[src/kjl_pkg.sv]
// Package for the k-jump ladder way counter.
// Holds default sizes, field widths, the controller state type and the
// command and status bundles shared by the controller and the datapath.
package kjl_pkg;

   // Default sizes for the top-level parameters
   localparam int MAX_STEPS_DEFAULT = 1023;
   localparam int MAX_JUMP_DEFAULT  = 64;

   // Fixed field widths
   localparam int TARGET_W = 10;
   localparam int COUNT_W  = 32;
   localparam int CFG_W    = 7;

   // Reset value of the max_jump register
   localparam logic [CFG_W-1:0] CFG_RESET = 7'd2;

   // Controller states
   typedef enum logic [1:0] {
      ST_IDLE,
      ST_INIT,
      ST_RUN,
      ST_FINISH
   } state_type;

   // Commands from the controller to the datapath
   typedef struct packed {
      logic load;   // capture target and jump limit
      logic init;   // seed the window and the running count
      logic step;   // advance the recurrence by one index
      logic emit;   // move the count into the output register
   } cmd_type;

   // Status from the datapath to the controller
   typedef struct packed {
      logic zero_steps;   // target is zero
      logic last_step;    // current index equals the target
      logic out_free;     // output register can take a new item
   } status_type;

endpackage

[src/kjl_ram.sv]
// Generic single-write, single-read RAM with registered read data.
// Depends on nothing; used as the count window of the way counter.
module kjl_ram #(
   parameter int WIDTH = 32,
   parameter int DEPTH = 65
) (
   input  logic                     clock,
   input  logic                     wr_en,
   input  logic [$clog2(DEPTH)-1:0] wr_addr,
   input  logic [WIDTH-1:0]         wr_data,
   input  logic [$clog2(DEPTH)-1:0] rd_addr,
   output logic [WIDTH-1:0]         rd_data
);

   logic [WIDTH-1:0] mem_ff [DEPTH];
   logic [WIDTH-1:0] rd_data_ff;

   // Write port
   always_ff @(posedge clock) begin
      if (wr_en) begin
         mem_ff[wr_addr] <= wr_data;
      end
   end

   // Registered read port
   always_ff @(posedge clock) begin
      rd_data_ff <= mem_ff[rd_addr];
   end

   assign rd_data = rd_data_ff;

endmodule

[src/kjl_ctrl.sv]
// Controller state machine of the way counter.
// Depends on kjl_pkg for the state, command and status types.
module kjl_ctrl
   import kjl_pkg::*;
(
   input  logic       clock,
   input  logic       reset,
   input  logic       req_valid,
   output logic       req_ready,
   input  status_type status,
   output cmd_type    cmd
);

   state_type state_ff;
   state_type state_in;

   // State register
   always_ff @(posedge clock) begin
      if (reset) begin
         state_ff <= ST_IDLE;
      end else begin
         state_ff <= state_in;
      end
   end

   // Next state and commands
   always_comb begin
      state_in  = state_ff;
      cmd       = '0;
      req_ready = 1'b0;
      case (state_ff)
         ST_IDLE: begin
            req_ready = 1'b1;
            if (req_valid) begin
               cmd.load = 1'b1;
               state_in = ST_INIT;
            end
         end
         ST_INIT: begin
            cmd.init = 1'b1;
            state_in = status.zero_steps ? ST_FINISH : ST_RUN;
         end
         ST_RUN: begin
            cmd.step = 1'b1;
            if (status.last_step) begin
               state_in = ST_FINISH;
            end
         end
         ST_FINISH: begin
            // hold the count until the output register frees up
            if (status.out_free) begin
               cmd.emit = 1'b1;
               state_in = ST_IDLE;
            end
         end
         default: begin
            state_in = ST_IDLE;
         end
      endcase
   end

endmodule

[src/kjl_datapath.sv]
// Datapath of the way counter: jump register, index and slot counters,
// running count, count window RAM and output register.
// Depends on kjl_pkg and kjl_ram.
module kjl_datapath
   import kjl_pkg::*;
#(
   parameter int MAX_STEPS = MAX_STEPS_DEFAULT,
   parameter int MAX_JUMP  = MAX_JUMP_DEFAULT
) (
   input  logic                clock,
   input  logic                reset,
   input  logic                csr_valid,
   output logic                csr_ready,
   input  logic [CFG_W-1:0]    csr_max_jump,
   input  logic [TARGET_W-1:0] req_target_steps,
   output logic                rsp_valid,
   input  logic                rsp_ready,
   output logic [COUNT_W-1:0]  rsp_way_count,
   input  cmd_type             cmd,
   output status_type          status
);

   localparam int STEP_W = $clog2(MAX_STEPS + 1);
   localparam int DEPTH  = MAX_JUMP + 1;
   localparam int SLOT_W = $clog2(DEPTH);

   logic [CFG_W-1:0]   cfg_ff;
   logic [STEP_W-1:0]  n_ff, n_in;
   logic [SLOT_W-1:0]  k_ff, k_in;
   logic [STEP_W-1:0]  i_ff, i_in;
   logic [SLOT_W-1:0]  slot_ff, slot_in;
   logic [COUNT_W-1:0] prev_ff, prev_in;
   logic [COUNT_W-1:0] next_count;
   logic [COUNT_W-1:0] doubled;
   logic [COUNT_W-1:0] win_rd_data;
   logic               win_wr_en;
   logic [SLOT_W-1:0]  win_wr_addr;
   logic [COUNT_W-1:0] win_wr_data;
   logic               rsp_valid_ff;
   logic [COUNT_W-1:0] rsp_data_ff;

   // Configuration register, always ready
   assign csr_ready = 1'b1;

   always_ff @(posedge clock) begin
      if (reset) begin
         cfg_ff <= CFG_RESET;
      end else if (csr_valid) begin
         cfg_ff <= csr_max_jump;
      end
   end

   // Clamp target and jump limit at load
   always_comb begin
      if (32'(req_target_steps) > 32'(MAX_STEPS)) begin
         n_in = STEP_W'(MAX_STEPS);
      end else begin
         n_in = STEP_W'(req_target_steps);
      end
      if (cfg_ff == '0) begin
         k_in = SLOT_W'(1);
      end else if (32'(cfg_ff) > 32'(MAX_JUMP)) begin
         k_in = SLOT_W'(MAX_JUMP);
      end else begin
         k_in = SLOT_W'(cfg_ff);
      end
   end

   always_ff @(posedge clock) begin
      if (cmd.load) begin
         n_ff <= n_in;
         k_ff <= k_in;
      end
   end

   // One recurrence step: rd data is the count from k+1 indices back
   assign doubled = {prev_ff[COUNT_W-2:0], 1'b0};

   always_comb begin
      if (i_ff == STEP_W'(1)) begin
         next_count = COUNT_W'(1);
      end else if (32'(i_ff) <= 32'(k_ff)) begin
         next_count = doubled;
      end else begin
         next_count = doubled - win_rd_data;
      end
   end

   // Advance index, slot and running count
   always_comb begin
      i_in    = i_ff;
      slot_in = slot_ff;
      prev_in = prev_ff;
      if (cmd.init) begin
         i_in    = STEP_W'(1);
         slot_in = SLOT_W'(1);
         prev_in = COUNT_W'(1);
      end else if (cmd.step) begin
         i_in    = i_ff + STEP_W'(1);
         slot_in = (slot_ff == k_ff) ? '0 : slot_ff + SLOT_W'(1);
         prev_in = next_count;
      end
   end

   always_ff @(posedge clock) begin
      i_ff    <= i_in;
      slot_ff <= slot_in;
      prev_ff <= prev_in;
   end

   // Window writes: seed slot zero, then one count per step
   assign win_wr_en   = cmd.init | cmd.step;
   assign win_wr_addr = cmd.init ? '0 : slot_ff;
   assign win_wr_data = cmd.init ? COUNT_W'(1) : next_count;

   // Read ahead the slot the next step will overwrite
   kjl_ram #(
      .WIDTH (COUNT_W),
      .DEPTH (DEPTH)
   ) u_window (
      .clock   (clock),
      .wr_en   (win_wr_en),
      .wr_addr (win_wr_addr),
      .wr_data (win_wr_data),
      .rd_addr (slot_in),
      .rd_data (win_rd_data)
   );

   // Output register
   always_ff @(posedge clock) begin
      if (reset) begin
         rsp_valid_ff <= 1'b0;
      end else if (cmd.emit) begin
         rsp_valid_ff <= 1'b1;
      end else if (rsp_ready) begin
         rsp_valid_ff <= 1'b0;
      end
   end

   always_ff @(posedge clock) begin
      if (cmd.emit) begin
         rsp_data_ff <= prev_ff;
      end
   end

   assign rsp_valid     = rsp_valid_ff;
   assign rsp_way_count = rsp_data_ff;

   // Status back to the controller
   assign status.zero_steps = (n_ff == '0);
   assign status.last_step  = (i_ff == n_ff);
   assign status.out_free   = !rsp_valid_ff || rsp_ready;

   // A pending result is never overwritten
   a_emit_free: assert property (@(posedge clock) disable iff (reset)
      cmd.emit |-> (!rsp_valid_ff || rsp_ready))
      else $error("result emitted over a pending one");

   // An emitted result shows up on the next cycle
   a_emit_valid: assert property (@(posedge clock) disable iff (reset)
      cmd.emit |=> rsp_valid_ff)
      else $error("emitted result not valid");

   // The index never runs past the target
   a_step_bound: assert property (@(posedge clock) disable iff (reset)
      cmd.step |-> (i_ff <= n_ff && i_ff != '0))
      else $error("step index out of range");

endmodule

[src/k_jump_ladder_way_counter.sv]
// k-jump ladder way counter: counts jump sequences of 1..k steps that
// climb n steps, modulo 2^32. Top level; depends on kjl_pkg, kjl_ctrl,
// kjl_datapath and kjl_ram.
//
// Usage:
//   csr_*  : write max_jump (k) while the block is idle; always ready.
//            Zero counts as 1, values above MAX_JUMP saturate.
//   req_*  : one target step count n per item; n above MAX_STEPS saturates.
//            req_ready is high only while the counter is idle.
//   rsp_*  : one way count per item, held in an output register.
// Timing: after the accepting edge, a set-up state, then one recurrence
//   step per cycle through the count window RAM (one write and one
//   read-ahead per cycle), then a finish state that loads the output
//   register once it is free. The block takes no new item until the
//   current one has left the finish state; n = 0 skips the steps.
// Stall: the next item is accepted while a result waits on rsp_ready; its
//   finished count then holds until the output register frees up.
// Reset: synchronous, clears the controller, the output valid and sets
//   max_jump to 2. The window RAM needs no clearing: every entry is
//   written within an item before its read data is used.
module k_jump_ladder_way_counter
   import kjl_pkg::*;
#(
   parameter int MAX_STEPS = MAX_STEPS_DEFAULT,
   parameter int MAX_JUMP  = MAX_JUMP_DEFAULT
) (
   input  logic                clock,
   input  logic                reset,
   input  logic                csr_valid,
   output logic                csr_ready,
   input  logic [CFG_W-1:0]    csr_max_jump,
   input  logic                req_valid,
   output logic                req_ready,
   input  logic [TARGET_W-1:0] req_target_steps,
   output logic                rsp_valid,
   input  logic                rsp_ready,
   output logic [COUNT_W-1:0]  rsp_way_count
);

   cmd_type    cmd;
   status_type status;

   kjl_ctrl u_ctrl (
      .clock     (clock),
      .reset     (reset),
      .req_valid (req_valid),
      .req_ready (req_ready),
      .status    (status),
      .cmd       (cmd)
   );

   kjl_datapath #(
      .MAX_STEPS (MAX_STEPS),
      .MAX_JUMP  (MAX_JUMP)
   ) u_datapath (
      .clock            (clock),
      .reset            (reset),
      .csr_valid        (csr_valid),
      .csr_ready        (csr_ready),
      .csr_max_jump     (csr_max_jump),
      .req_target_steps (req_target_steps),
      .rsp_valid        (rsp_valid),
      .rsp_ready        (rsp_ready),
      .rsp_way_count    (rsp_way_count),
      .cmd              (cmd),
      .status           (status)
   );

endmodule
[config.mk]
export PLATFORM = sky130hd
export DESIGN_NAME = k_jump_ladder_way_counter
export DESIGN_NICKNAME = d
export VERILOG_FILES = /design/src/kjl_pkg.sv /design/src/kjl_ram.sv /design/src/kjl_ctrl.sv /design/src/kjl_datapath.sv /design/src/k_jump_ladder_way_counter.sv
export SDC_FILE = /design/constraint.sdc
export NUM_CORES = 2
export LEC_CHECK = 0
export BUFFER_PORTS_ARGS = -buffer_cell sky130_fd_sc_hd__buf_2
export CAP_MARGIN = 20
export CORE_UTILIZATION = 25
export CTS_BUF_LIST = sky130_fd_sc_hd__clkbuf_8 sky130_fd_sc_hd__clkbuf_16
export CTS_CLUSTER_SIZE = 30
export DETAILED_ROUTE_END_ITERATION = 10
export SLEW_MARGIN = 20
export SYNTH_ARGS = -nofsm -noshare
export SYNTH_HDL_FRONTEND = slang
export SYNTH_SLANG_ARGS = --single-unit
[constraint.sdc]
create_clock -name clock -period 18 [get_ports clock]
set_input_delay 1.8 -clock clock [delete_from_list [all_inputs] [get_ports clock]]
set_output_delay 1.8 -clock clock [all_outputs]
set_load 0.03 [all_outputs]
# Yosys cells after proc, flatten, opt, wreduce, memory -nomap -nowiden
# Memory sizes are Yosys's and may differ from the RTL's. A register that Yosys moved wholly into a read port is not among the register bits.
# Cells that the tools add are included.
[op_classes] bitwise_logic=1 n_lt_le_gt_ge=2 muxes=24 eq_ne=9 addsub=3 reduce_logical=8
[ops] operator="$mux 32" count=3
[ops] operator="$mux 7" count=5
[ops] operator="$sub 32x32->32" count=1
[ops] operator="$mux 1" count=12
[ops] operator="$add 10x1->10 const B" count=1
[ops] operator="$eq 10x1->1 const B" count=1
[ops] operator="$eq 10x10->1" count=1
[ops] operator="$le 10x7->1" count=1
[ops] operator="$logic_not 10->1" count=1
[ops] operator="$pmux 2 s4" count=1
[ops] operator="$add 7x1->7 const B" count=1
[ops] operator="$eq 7x7->1" count=1
[ops] operator="$gt 7x7->1 const B" count=1
[ops] operator="$logic_not 7->1" count=1
[ops] operator="$mux 2" count=3
[ops] operator="$ne 2x2->1 const B" count=3
[ops] operator="$eq 2x2->1 const B" count=2
[ops] operator="$reduce_and 3->1" count=1
[ops] operator="$eq 2x1->1 const B" count=1
[ops] operator="$logic_not 2->1" count=1
[ops] operator="$reduce_bool 2->1" count=1
[ops] operator="$reduce_or 2->1" count=1
[ops] operator="$logic_not 1->1" count=1
[ops] operator="$logic_or 1x1->1" count=1
[ops] operator="$or 1x1->1" count=1
[word_totals] mem_bits_rw=2080 inputBits=22 wordCells=58 reg_bits=108 output_inout_bits=35 n_memories=1
[memory_table] memory="u_datapath.u_window.mem_ff" depth=65 width=32 read_ports=1 rd_ports_with_merged_regs=1 write_ports=1 line="kjl_ram.sv:15" rtl="logic [WIDTH-1:0] mem_ff [DEPTH];"

# Longest topological paths before layout
[depth] depth_word=5 depth_mapped=16 mapped_depth_nobuf=13

# By module
# From an unflattened synthesis, not the netlist that was laid out.
[hier_totals] cells_unflattened=4571 area_unflattened_um2=87310.0
[by_module_without_submodules] mod="kjl_ram" area_per_inst_um2=80871.3 seq_area_each_um2=63100.5 cells_each=3869 n_inst=1
[by_module_without_submodules] mod="kjl_datapath" area_per_inst_um2=6233.5 seq_area_each_um2=2612.5 cells_each=680 n_inst=1
[by_module_without_submodules] mod="kjl_ctrl" area_per_inst_um2=205.2 seq_area_each_um2=40.0 cells_each=22 n_inst=1

# Worst setup path before layout
# OpenSTA, ideal clock, no wires.
[synth_path] path_kind="flip-flop to flip-flop" from="reg u_datapath.k_ff[1]" to="mem u_datapath.u_window.mem_ff[0][26], data pin" path_stages_with_launch=14 arrival_time_ns=5.123 t_required_ns=17.271 slack_ns=12.148 setup_time_ns=0.729 path_buffers=2 period_less_slack_ns=5.852 cell_sequence="edfxtp_1 -> inv_1 -> ha_1 -> nor2b_1 -> o21a_1 -> o21a_1 -> o21a_1 -> o21ai_0 -> a21oi_1 -> or2_2 -> clkbuf_1 -> clkbuf_1 -> nor2_1 -> a211oi_1"
[synth_between] elab_chain_cells=4
[synth_lines] item="start: declaration" line="kjl_datapath.sv:29" rtl="logic [SLOT_W-1:0] k_ff, k_in;"
[synth_lines] item="start signal: assignment" line="kjl_datapath.sv:72" rtl="k_ff <= k_in;"
[synth_lines] item="$le 10x7->1" line="kjl_datapath.sv:82" rtl="end else if (32'(i_ff) <= 32'(k_ff)) begin"
[synth_lines] item="$mux 32" line="kjl_datapath.sv:82"
[synth_lines] item="$mux 32" line="kjl_datapath.sv:80" rtl="if (i_ff == STEP_W'(1)) begin"
[synth_lines] item="$mux 32" line="kjl_datapath.sv:114" rtl="assign win_wr_data = cmd.init ? COUNT_W'(1) : next_count;"
[synth_lines] item="via u_datapath.u_window.wr_data[26]" line="kjl_ram.sv:10" rtl="input logic [WIDTH-1:0] wr_data,"
[synth_lines] item="end: declaration" line="kjl_ram.sv:15"
# The timed path passes the listed nets, and every way through them passes these cells.

# Worst setup path after layout
[layout_path] from="reg u_ctrl.state_ff[0]" to="reg u_datapath.u_window.rd_data_ff[8] (netlist: u_datapath.u_window.rd_data[8]), read port of u_datapath.u_window.mem_ff"
[layout_between] elab_chain_cells=4 word_cells_on_any_way=6 cone_classes="2 x eq/ne; 4 x mux"
[layout_lines] item="start: declaration" line="kjl_ctrl.sv:14" rtl="state_type state_ff;"
[layout_lines] item="start signal: assignment" line="kjl_ctrl.sv:22" rtl="state_ff <= state_in;"
[layout_lines] item="$eq 2x2->1" line="kjl_ctrl.sv:31" rtl="case (state_ff)"
[layout_lines] item="$mux 1" line="kjl_ctrl.sv:31"
[layout_lines] item="$mux 7" line="kjl_datapath.sv:98" rtl="end else if (cmd.step) begin"
[layout_lines] item="$mux 7 (*)" line="kjl_datapath.sv:94" rtl="if (cmd.init) begin"
[layout_lines] item="end: declaration" line="kjl_ram.sv:16" rtl="logic [WIDTH-1:0] rd_data_ff;"
# Every way passes the cells marked *; elsewhere a longest branch is shown, timed or not.
# A chain may end at the register's enable or synchronous reset.

==> run summary <==
Asr flop ratio synth -> 0%
Starting density of the core -> 25.2%
Final Cell Area -> 102000 µm²
Layout area overhead -> 15.3%
CP bufs+invs -> 7
Clock Skew -> 0.0456 ns
Clock Latency Late Sink -> 0.88 ns
Critical Path Start -> u_ctrl.state_ff[0]$_SDFFE_PP0P_
Die height -> 596 µm
Path type of the worst setup path -> flip-flop to flip-flop
Synth Instances -> 6485
Area fraction of the dominant cell type after synthesis -> 72.6%
Cts hold-fix bufs -> 0
Core Area -> 350000 µm²
Worst Setup End Kind -> flip-flop
DP HPWL -> 142000 µm
Top-count cell post-synth -> edfxtp_1
Routability congestion estimate -> 0.886
Clock sink count -> 2220
Initial antenna violation count -> 15
Die X -> 596 µm
Vias/cell -> 4.92
Synth Register Bits -> 2220
Final Hold Viols -> 0
Vias in the first global route -> 52700
Pre-CTS setup slack -> 11.30 ns
Vias -> 55800
Pwr Density -> 139 nW/µm²
Leak -> 0.0332 µW
Syn Std Cell Area -> 88100 µm²
Status -> complete, no violations
Io pins -> 57
Mean Syn Cell Area -> 13.6 µm²
Synth Net Count -> 6552
Die area -> 355000 µm²
Dominant synthesized flop cell -> edfxtp_1
Final worst slack -> 11.10 ns
Max-cap violation count -> 0
Peak supply drop -> 131 µV
Slowest stage delay, CP -> 0.87 ns
Required time worst endpoint -> 18.75 ns
Post-synthesis sequential area ratio -> 74.7%
R2r startpoint -> u_ctrl.state_ff[0]$_SDFFE_PP0P_
Cts bufs inserted -> 213
EDFF count, synth -> 2129
# Post-CTS Setup Buffers -> 0
Max Freq -> 145 MHz
CTS tree -> done
Slowest-stage cell, CP -> a2111oi_0
Hold Path Origin -> u_datapath.prev_ff[31]$_SDFFE_PP0N_
Crit path arrival time -> 7.65 ns
Final ANT Viol Nets -> 0
Synth area leaders -> edfxtp_1 (73%), nand2_1 (7.1%), nand3_1 (3.1%)
Htree depth -> 4
Placed insts -> 10900
Post-DP Area -> 94600 µm²
GR Util All Layers -> 14.3%
Port Buf Inserts -> 55
Number of cell rows -> 217
Clk buf depth -> 3
Finished Layout Cells -> 11300
Post-layout util -> 29.0%
Initial DRT Pass Iterations -> 7
Layout cells sized above 1 -> 9.84%
Area leader, netlist -> edfxtp_1
Crit path time final -> 6.90 ns
Slew headroom -> 27.8%
Final net count -> 6606
Startpoint types -> flip-flop
Routed wire length -> 262000 µm
Unrepaired setup endpoints after global routing -> no
Slew @ Worst Pin -> 1.06 ns
CTS clk-pin slew, worst paths -> 0.06 ns
Setup tns final -> 0 ns
First-pass GRT wire length -> 376000 µm
Pin count of the biggest net entering global routing -> 140
CP top delay family -> buffers and inverters
CP Max Fanout -> 139
Root buffer cell -> clkbuf_16
Top cells by count, synth -> edfxtp_1 (2129), nand2_1 (1664), nand3_1 (541)
Number of setup violations in the final report -> 0
DRC Markers -> 0
Routed wire length per instance -> 23.1 µm
CP Cell Sequence -> inv_1 -> ha_1 -> buf_4 -> inv_2 -> o311ai_4 -> buf_12 -> inv_8 -> buf_4 -> buf_12 -> mux2i_1 -> o22ai_1 -> a2111oi_0 -> nand3_1 -> and3_1
Period Utilization, post-route -> 38.3%
Hold crit path type -> flip-flop to flip-flop
Yosys cell types -> 70
Slew Viols, Final -> 0
Grt total ovfl -> 0
Resized cells post-CTS -> 0
Synth warn -> 0
Initial drt markers -> 6845
cells by family after synthesis:
family / after synthesis / share of synthesized area (%)
simple gates: 2706 / 13.2
xor+xnor: 58 / 0.585
other cells: 1 / 0.00426
compound gates: 734 / 5.67
fa+ha+maj: 45 / 0.648
buf+inv: 450 / 2.14
mux: 271 / 3.08
flops: 2220 / 74.7
placed cells by master (no fill, tap or decap), drive strengths merged, types with 5 or more instances in the layout:
cell type / instances
nand2: 1664
a22oi: 21
a2bb2oi: 10
ha: 44
bufinv: 18
nand4: 62
a2111oi: 18
o32ai: 9
a32oi: 78
clkinv: 87
clkinvlp: 7
inv: 121
nand3: 541
clkbuf: 227
diode: 30
xor2: 28
nor3: 54
o21ai: 29
a311oi: 77
o22ai: 74
nor4: 28
a211oi: 15
a31oi: 138
nand2b: 5
a21o: 11
and3: 112
and2: 8
mux2i: 270
a21oi: 195
xnor2: 30
o21bai: 7
dfxtp: 91
buf: 222
nor2b: 24
nor2: 191
or3: 5
o31ai: 10
edfxtp: 2129
o21a: 15
layer usage:
metal  up-vias  routed length (µm)  track usage, %
met5         -                  27               0
met4         4               10300            5.98
met3       455               25700            2.71
met2      2828              119000            22.2
met1     28200              107000            19.5
li1      24300                   -               -
worst reg2reg max path, stage by stage (launching register included):
cell and delay (ns):
dfxtp_1 0.37, inv_1 0.10, ha_1 0.20, buf_4 0.26, inv_2 0.60, o311ai_4 0.19, buf_12 0.27, inv_8 0.69
buf_4 0.83, buf_12 0.71, mux2i_1 0.47, o22ai_1 0.10, a2111oi_0 0.87, nand3_1 0.70, and3_1 0.41
metrics by stage:
stage / hold WS, ns / power, µW
after floorplan: 0.408 / 8300
after detailed placement: 0.437 / 9790
after CTS: 0.472 / 14100
final: 0.464 / 14100
after global placement: 0.442 / 9730
after global routing: 0.489 / 14600
path summary, 6_finish.rpt:
check	to	slack, ns	depth (start not counted)
max	u_datapath.u_window.rd_data[8]$_DFF_P_	11.10	14
min	u_datapath.rsp_way_count[31]$_DFFE_PP_	0.46	0
max reg2reg	u_datapath.u_window.rd_data[8]$_DFF_P_	11.10	14
min reg2reg	u_datapath.rsp_way_count[31]$_DFFE_PP_	0.46	0
cell type report:
class / instances / area [µm²]
tap: 4599 / 5750
sequential: 2220 / 65800
multi-input combinational: 3815 / 21300
fill: 34700 / 248000
clock buffer: 227 / 5580
timing repair buffer: 223 / 1610
inverter: 66 / 278
clock inverter: 167 / 1260
antenna: 30 / 75.1
registers in the layout, indices dropped and copies added (netlist names):
| signal | cells |
|---|---|
| u_datapath.u_window.rd_data | 32 |
| u_datapath.prev_ff | 32 |
| u_datapath.rsp_way_count | 32 |
| u_ctrl.state_ff | 2 |
| u_datapath.u_window.mem_ff | 2080 |
| u_datapath.slot_ff | 7 |
| u_datapath.k_ff | 7 |
| u_datapath.cfg_ff | 7 |
| u_datapath.i_ff | 10 |
| u_datapath.n_ff | 10 |
| u_datapath.rsp_valid | 1 |
report_power, final:
part	total, µW	internal (µW)	leakage (µW)	switching [µW]
registers	6060	5920	0.0194	134
logic	3680	919	0.0102	2760
clock network	4390	2480	0.00354	1910
(Power assumes the default switching activity.)
